[config.mk]
export PLATFORM = sky130hd
export DESIGN_NAME = mts_ctrl
export DESIGN_NICKNAME = d
export VERILOG_FILES = /design/src/hw/rtl/assert_macros.svh /design/src/hw/rtl/mts_pkg.sv /design/src/hw/rtl/mts_ctrl.sv
export SDC_FILE = /design/constraint.sdc
export NUM_CORES = 1
export LEC_CHECK = 0
export BUFFER_PORTS_ARGS = -buffer_cell sky130_fd_sc_hd__buf_2
export CAP_MARGIN = 20
export CORE_MARGIN = 2
export CORE_UTILIZATION = 50
export DETAILED_ROUTE_END_ITERATION = 7
export GPL_TIMING_DRIVEN = 0
export HOLD_SLACK_MARGIN = 0.05
export PLACE_DENSITY_LB_ADDON = 0.08
export SLEW_MARGIN = 25
export SYNTH_ARGS = -nofsm -noshare
export SYNTH_HDL_FRONTEND = slang
export SYNTH_SLANG_ARGS = --single-unit
[constraint.sdc]
create_clock -name clk_i -period 2.74 [get_ports clk_i]
set_input_delay 0.411 -clock clk_i [delete_from_list [all_inputs] [get_ports clk_i]]
set_output_delay 0.411 -clock clk_i [all_outputs]
set_load 0.005 [all_outputs]
[src/hw/rtl/assert_macros.svh]
// ----------------------------------------------------------------------------
// Assertion macros
// Clocked assertion helpers shared by the RTL; empty for synthesis.
// ----------------------------------------------------------------------------
`ifndef ASSERT_MACROS_SVH
`define ASSERT_MACROS_SVH

`ifndef SYNTHESIS
// property must hold at every clock edge out of reset
`define ASSERT_CLK(label, clk, rst_n, prop) \
  label: assert property (@(posedge clk) disable iff (!rst_n) prop) \
    else $error("assertion failed");
// expression must never be true out of reset
`define ASSERT_NEVER(label, clk, rst_n, expr) \
  label: assert property (@(posedge clk) disable iff (!rst_n) !(expr)) \
    else $error("forbidden condition");
`else
`define ASSERT_CLK(label, clk, rst_n, prop)
`define ASSERT_NEVER(label, clk, rst_n, expr)
`endif

`endif

[src/hw/rtl/mts_pkg.sv]
// ----------------------------------------------------------------------------
// MLFQ thread scheduler package
// Request and status codes, controller states, command and status bundles.
// ----------------------------------------------------------------------------
package mts_pkg;

  localparam int unsigned ID_W       = 8;
  localparam int unsigned REQ_W      = 3;
  localparam int unsigned STATUS_W   = 2;
  localparam int unsigned LEVEL_OUT_W = 2;
  localparam int unsigned ID_SPACE   = 1 << ID_W;

  typedef enum logic [REQ_W-1:0] {
    REQ_CREATE = 3'd0,
    REQ_EXPIRE = 3'd1,
    REQ_YIELD  = 3'd2,
    REQ_BLOCK  = 3'd3,
    REQ_EXIT   = 3'd4,
    REQ_UNLOCK = 3'd5
  } req_e;

  typedef enum logic [STATUS_W-1:0] {
    ST_OK     = 2'd0,
    ST_FULL   = 2'd1,
    ST_NO_RUN = 2'd2
  } status_e;

  typedef enum logic [3:0] {
    S_IDLE,
    S_DECODE,
    S_CREATE,
    S_CUR,
    S_DISPATCH,
    S_DISP_TAKE,
    S_UNL_CHECK,
    S_UNL_BS,
    S_UNL_PUSH,
    S_FIN_RD,
    S_FIN
  } state_e;

  // source of a level enqueue
  typedef enum logic [1:0] {
    PUSH_NONE,
    PUSH_CREATE,
    PUSH_RUN,
    PUSH_BLK
  } push_e;

  // thread level lookup address select
  typedef enum logic {
    TL_RUN,
    TL_BLK
  } tl_sel_e;

  typedef struct packed {
    logic    latch;
    push_e   push_op;
    tl_sel_e tl_sel;
    logic    expire;
    logic    blk_push;
    logic    blk_pop;
    logic    clr_run;
    logic    disp_take;
    logic    disp_none;
    logic    out_load;
    status_e status;
  } cmd_t;

  typedef struct packed {
    logic run_valid;
    logic push_full;
    logic blk_full;
    logic blk_empty;
    logic any_ready;
    logic out_busy;
  } sts_t;

endpackage

[src/hw/rtl/mts_ctrl.sv]
// ----------------------------------------------------------------------------
// MLFQ scheduler controller
// Sequences one request through lookup, enqueue, dispatch and result.
// ----------------------------------------------------------------------------
module mts_ctrl (
  input  logic                   clk_i,
  input  logic                   rst_ni,
  input  logic                   in_valid_i,
  output logic                   in_stall_o,
  input  logic [mts_pkg::REQ_W-1:0] req_type_i,
  input  mts_pkg::sts_t          sts_i,
  output mts_pkg::cmd_t          cmd_o
);
  import mts_pkg::*;

  state_e  state_q, state_d;
  req_e    req_q, req_d;
  status_e status_q, status_d;

  // state and request registers
  always_ff @(posedge clk_i or negedge rst_ni) begin
    if (!rst_ni) begin
      state_q  <= S_IDLE;
      req_q    <= REQ_CREATE;
      status_q <= ST_OK;
    end else begin
      state_q  <= state_d;
      req_q    <= req_d;
      status_q <= status_d;
    end
  end

  // next state and commands
  always_comb begin
    state_d         = state_q;
    req_d           = req_q;
    status_d        = status_q;
    in_stall_o      = 1'b1;
    cmd_o.latch     = 1'b0;
    cmd_o.push_op   = PUSH_NONE;
    cmd_o.tl_sel    = TL_RUN;
    cmd_o.expire    = (req_q == REQ_EXPIRE);
    cmd_o.blk_push  = 1'b0;
    cmd_o.blk_pop   = 1'b0;
    cmd_o.clr_run   = 1'b0;
    cmd_o.disp_take = 1'b0;
    cmd_o.disp_none = 1'b0;
    cmd_o.out_load  = 1'b0;
    cmd_o.status    = status_q;

    unique case (state_q)
      S_IDLE: begin
        in_stall_o = 1'b0;
        if (in_valid_i) begin
          cmd_o.latch = 1'b1;
          req_d       = req_e'(req_type_i);
          status_d    = ST_OK;
          state_d     = S_DECODE;
        end
      end
      S_DECODE: begin
        unique case (req_q)
          REQ_CREATE: state_d = S_CREATE;
          REQ_EXPIRE, REQ_YIELD, REQ_BLOCK, REQ_EXIT: begin
            if (sts_i.run_valid) begin
              state_d = S_CUR;
            end else begin
              status_d = ST_NO_RUN;
              state_d  = S_DISPATCH;
            end
          end
          REQ_UNLOCK: state_d = S_UNL_CHECK;
          default:    state_d = S_FIN_RD;
        endcase
      end
      S_CREATE: begin
        cmd_o.push_op = PUSH_CREATE;
        if (sts_i.push_full) begin
          status_d = ST_FULL;
        end
        state_d = S_FIN_RD;
      end
      // level of the running thread is valid here
      S_CUR: begin
        unique case (req_q)
          REQ_EXPIRE, REQ_YIELD: begin
            cmd_o.push_op = PUSH_RUN;
            if (sts_i.push_full) begin
              status_d = ST_FULL;
              state_d  = S_FIN_RD;
            end else begin
              cmd_o.clr_run = 1'b1;
              state_d       = S_DISPATCH;
            end
          end
          REQ_BLOCK: begin
            if (sts_i.blk_full) begin
              status_d = ST_FULL;
              state_d  = S_FIN_RD;
            end else begin
              cmd_o.blk_push = 1'b1;
              cmd_o.clr_run  = 1'b1;
              state_d        = S_DISPATCH;
            end
          end
          default: begin
            cmd_o.clr_run = 1'b1;
            state_d       = S_DISPATCH;
          end
        endcase
      end
      S_DISPATCH: begin
        if (sts_i.any_ready) begin
          state_d = S_DISP_TAKE;
        end else begin
          cmd_o.disp_none = 1'b1;
          state_d         = S_FIN_RD;
        end
      end
      S_DISP_TAKE: begin
        cmd_o.disp_take = 1'b1;
        state_d         = S_FIN_RD;
      end
      // unlock drain: each blocked entry steps through S_UNL_CHECK, S_UNL_BS and S_UNL_PUSH
      S_UNL_CHECK: begin
        state_d = sts_i.blk_empty ? S_FIN_RD : S_UNL_BS;
      end
      S_UNL_BS: begin
        cmd_o.tl_sel = TL_BLK;
        state_d      = S_UNL_PUSH;
      end
      S_UNL_PUSH: begin
        cmd_o.tl_sel  = TL_BLK;
        cmd_o.push_op = PUSH_BLK;
        if (sts_i.push_full) begin
          status_d = ST_FULL;
          state_d  = S_FIN_RD;
        end else begin
          cmd_o.blk_pop = 1'b1;
          state_d       = S_UNL_CHECK;
        end
      end
      S_FIN_RD: state_d = S_FIN;
      S_FIN: begin
        if (!sts_i.out_busy) begin
          cmd_o.out_load = 1'b1;
          state_d        = S_IDLE;
        end
      end
      default: state_d = S_IDLE;
    endcase
  end

endmodule

==> results.sh <==
export IMPL_hpwlAfterDp_um=1725
export IMPL_antenna_cells=0
export IMPL_drtAntennaViolNets=0
export IMPL_wl_met2_um=1059
export IMPL_die_w_um=46
export IMPL_gp_congestion=0.8728
export IMPL_r2r_end="status_q[0]"
export IMPL_syn2layout_area_growth_pct=20.71
export IMPL_max_freq_mhz=454.1
export IMPL_status="finished clean"
export IMPL_maxCapViolCount=0
export IMPL_pwr_share_seq=0.216
export IMPL_finalSetupViolCount=0
export IMPL_port_buffers=25
export IMPL_cp_required_ns=2.33
export IMPL_first_global_vias=830
export IMPL_fin_skew_ns=0.001287
export IMPL_yosys_top_cells_area="dfrtp_1 (26%), nor3_1 (4.0%), buf_6 (3.8%)"
export IMPL_crit_path_end="cmd_o[11]"
export IMPL_whs_ns=0.3465
export IMPL_power_switching_mw=0.5667
export IMPL_drt_first_pass_iters=4
export IMPL_boundaryPins=26
export IMPL_synth_xor_area_frac=0.02979
export IMPL_fin_ws_ns=0.5378
export IMPL_slew_headroom=0.7196
export IMPL_worst_hold_path_type="in -> reg"
export IMPL_crit_fanout=10
export IMPL_ff2ff_path_depth=5
export IMPL_synth_edff_count=0
export IMPL_netlist_instances=103
export IMPL_synth_ff_type="dfrtp_1"
export IMPL_rsz0062_at_grt="false"
export IMPL_setup_worst_path_start_class="flop"
export IMPL_internal_power_mw=0.6421
export IMPL_clockRootBuffer="clkbuf_4"
export IMPL_wl_met3_um=123
export IMPL_postSynth_asyncResetShare=1.000
export IMPL_nets=146
export IMPL_startpoint="state_q[0]"
export IMPL_swShare=0.4688
export IMPL_gr_total_overflow=0
export IMPL_clk_pin_slew_ns=0.06
export IMPL_synth_largest_area_cell="dfrtp_1"
export IMPL_ys_types=48
export IMPL_leakagePower_nw=0.4830
export IMPL_initial_utilization=0.5222
export IMPL_min_period_over_period=0.8037
export IMPL_regToRegSetupSlack_ns=1.15
export IMPL_fill_cells=156
export IMPL_maxSlewViolCount=0
export IMPL_drc=0
export IMPL_fin_crit_ns=2.202
export IMPL_viasPerCell=6.113
export IMPL_worst_pin_slew_ns=0.4141
export IMPL_wl_per_cell_um=15.14
export IMPL_core_area_um2=1689
export IMPL_grt_max_degree=11
export IMPL_clkPwrFrac=0.092
export IMPL_hold_viol=0
export IMPL_grt_first_pass_wirelength_um=3601
export IMPL_fin_setup_tns_ns=0
export IMPL_post_place_ws_ns=0.8549
export IMPL_die_h_um=46
export IMPL_antenna_found_initial=0
export IMPL_fp_row_count=15
export IMPL_die_area_um2=2116
export IMPL_ys_seq_area_frac=0.2553
export IMPL_synth_top_family_by_area="simple AND/OR/NAND/NOR gates"
export IMPL_synthAdderAreaFrac=0
export IMPL_r2r_start="req_q[1]"
export IMPL_highest_layer="met4"
export IMPL_met1_length_um=1032
export IMPL_clock_sinks=9
export IMPL_crit_type="reg -> out"
export IMPL_pwr_share_comb=0.693
export IMPL_synth_top_cell_area_share=0.2553
export IMPL_powerDensity_nw_per_um2=1135
export IMPL_syn_num_nets=115
export IMPL_ys_ff_latch=9
export IMPL_initialDrtViolationCount=17
export IMPL_cts_made_buffers=3
export IMPL_arrival_ns=1.79
export IMPL_finalWirelength_um=2271
export IMPL_vias=917
export IMPL_grtUsageTotal=0.2447
export IMPL_syn_avg_cell_area_um2=8.564
export IMPL_synth_compound_gate_area_share=0.2426
export IMPL_clock_path_buffers=2
export IMPL_drive_above_1_share=0.3383
export IMPL_synthSimpleGateAreaFrac=0.3461
export IMPL_cts_tree="built"
export IMPL_synth_common_cells="dfrtp_1 (9), nor2_1 (7), nor3_1 (7)"
export IMPL_endpoint_kind="output port"
export IMPL_clkLatencyLatePin_ns=0.27
export IMPL_yosys_warnings=0
export IMPL_synth_area_mux_share=0.03830
export IMPL_syn_cell_area_um2=882.1
export IMPL_htree_levels=1
export IMPL_vdd_ir_drop_max_mv=0.5285
export IMPL_yosysMostFrequentCell="dfrtp_1"
-- layer usage --
layer	global-route usage	up-vias
li1	-	449
met1	0.2937	426
met2	0.4056	35
met3	0.03968	7
met4	0.1429	0
met5	0	-
-- worst min path at each step --
stage / cells past startpoint / slack, ns / endpoint / startpoint
2_1_floorplan: 0 / 0.12 / req_q[0] / rst_ni
3_3_place_gp: 1 / 0.28 / status_q[1] / rst_ni
3_5_place_dp: 1 / 0.28 / status_q[1] / rst_ni
4_1_cts: 2 / 0.36 / req_q[2] / req_type_i[2]
5_1_grt: 2 / 0.36 / req_q[2] / req_type_i[2]
6_report: 2 / 0.35 / req_q[2] / req_type_i[2]
-- final cells by class --
type / instances / area (um^2) / area share
clock buffers: 4 / 26.28 / 0.02468
plain buffers: 8 / 66.31 / 0.06228
repair buffers: 26 / 135.1 / 0.1269
well taps: 17 / 21.27 / 0.01998
flip-flops and latches: 9 / 225.2 / 0.2115
inverters: 3 / 11.26 / 0.01058
multi-input cells: 83 / 579.3 / 0.5441
-- registers in the layout, summed over array words and instances, names as in the netlist --
register and flops:
state_q 4, req_q 3, status_q 2
-- worst max-delay path, stage by stage (launching register included) --
cell and delay, ns:
dfrtp_1 0.48, buf_6 0.19, nand2_2 0.07, or4b_1 0.46, a21oi_1 0.18, buf_2 0.14
-- cell families after synthesis --
logic type      Yosys count
simple gates             47
compound gates           30
buf+inv                  11
flops                     9
xor+xnor                  3
mux                       3
-- cells in the final DEF, fill, tap and decap left out, drive strengths merged, types with 2 or more instances in the layout --
cell	instances
dfrtp	9
nor4b	2
nand2b	4
nor3b	2
mux2	3
nand3	3
o21ai	4
nand2	7
xnor2	2
inv	3
o31ai	2
o22ai	2
nor2	7
nor3	8
o21a	4
nand4bb	2
a21oi	6
nor4	2
clkbuf	4
buf	33
-- timing repair --
item,4_1_cts,5_1_grt
hold buffers,1,0
setup buffers,0,0
hold endpoints to repair,9,0
gates resized for setup,0,0
-- power by group through the flow --
stage | Combinational [mW] | Sequential (mW) | Clock (mW)
2_1_floorplan | 0.645 | 0.247 | 0
3_3_place_gp | 0.818 | 0.260 | 0
3_5_place_dp | 0.831 | 0.262 | 0
4_1_cts | 0.836 | 0.260 | 0.113
5_1_grt | 0.921 | 0.270 | 0.115
6_report | 0.837 | 0.261 | 0.111
-- metrics by stage --
step / instance area (um^2) / util / cells / total power [mW]
2_1_floorplan: 882.1 / - / 103 / 0.8924
3_3_place_gp: 1028 / 0.6089 / 145 / 1.078
3_5_place_dp: 1028 / 0.6089 / 145 / 1.093
4_1_cts: 1065 / 0.6304 / 150 / 1.209
5_1_grt: 1065 / 0.6304 / 150 / 1.306
6_report: 1065 / 0.6304 / 150 / 1.209
No activity file was read; power rests on OpenSTA's default activity.
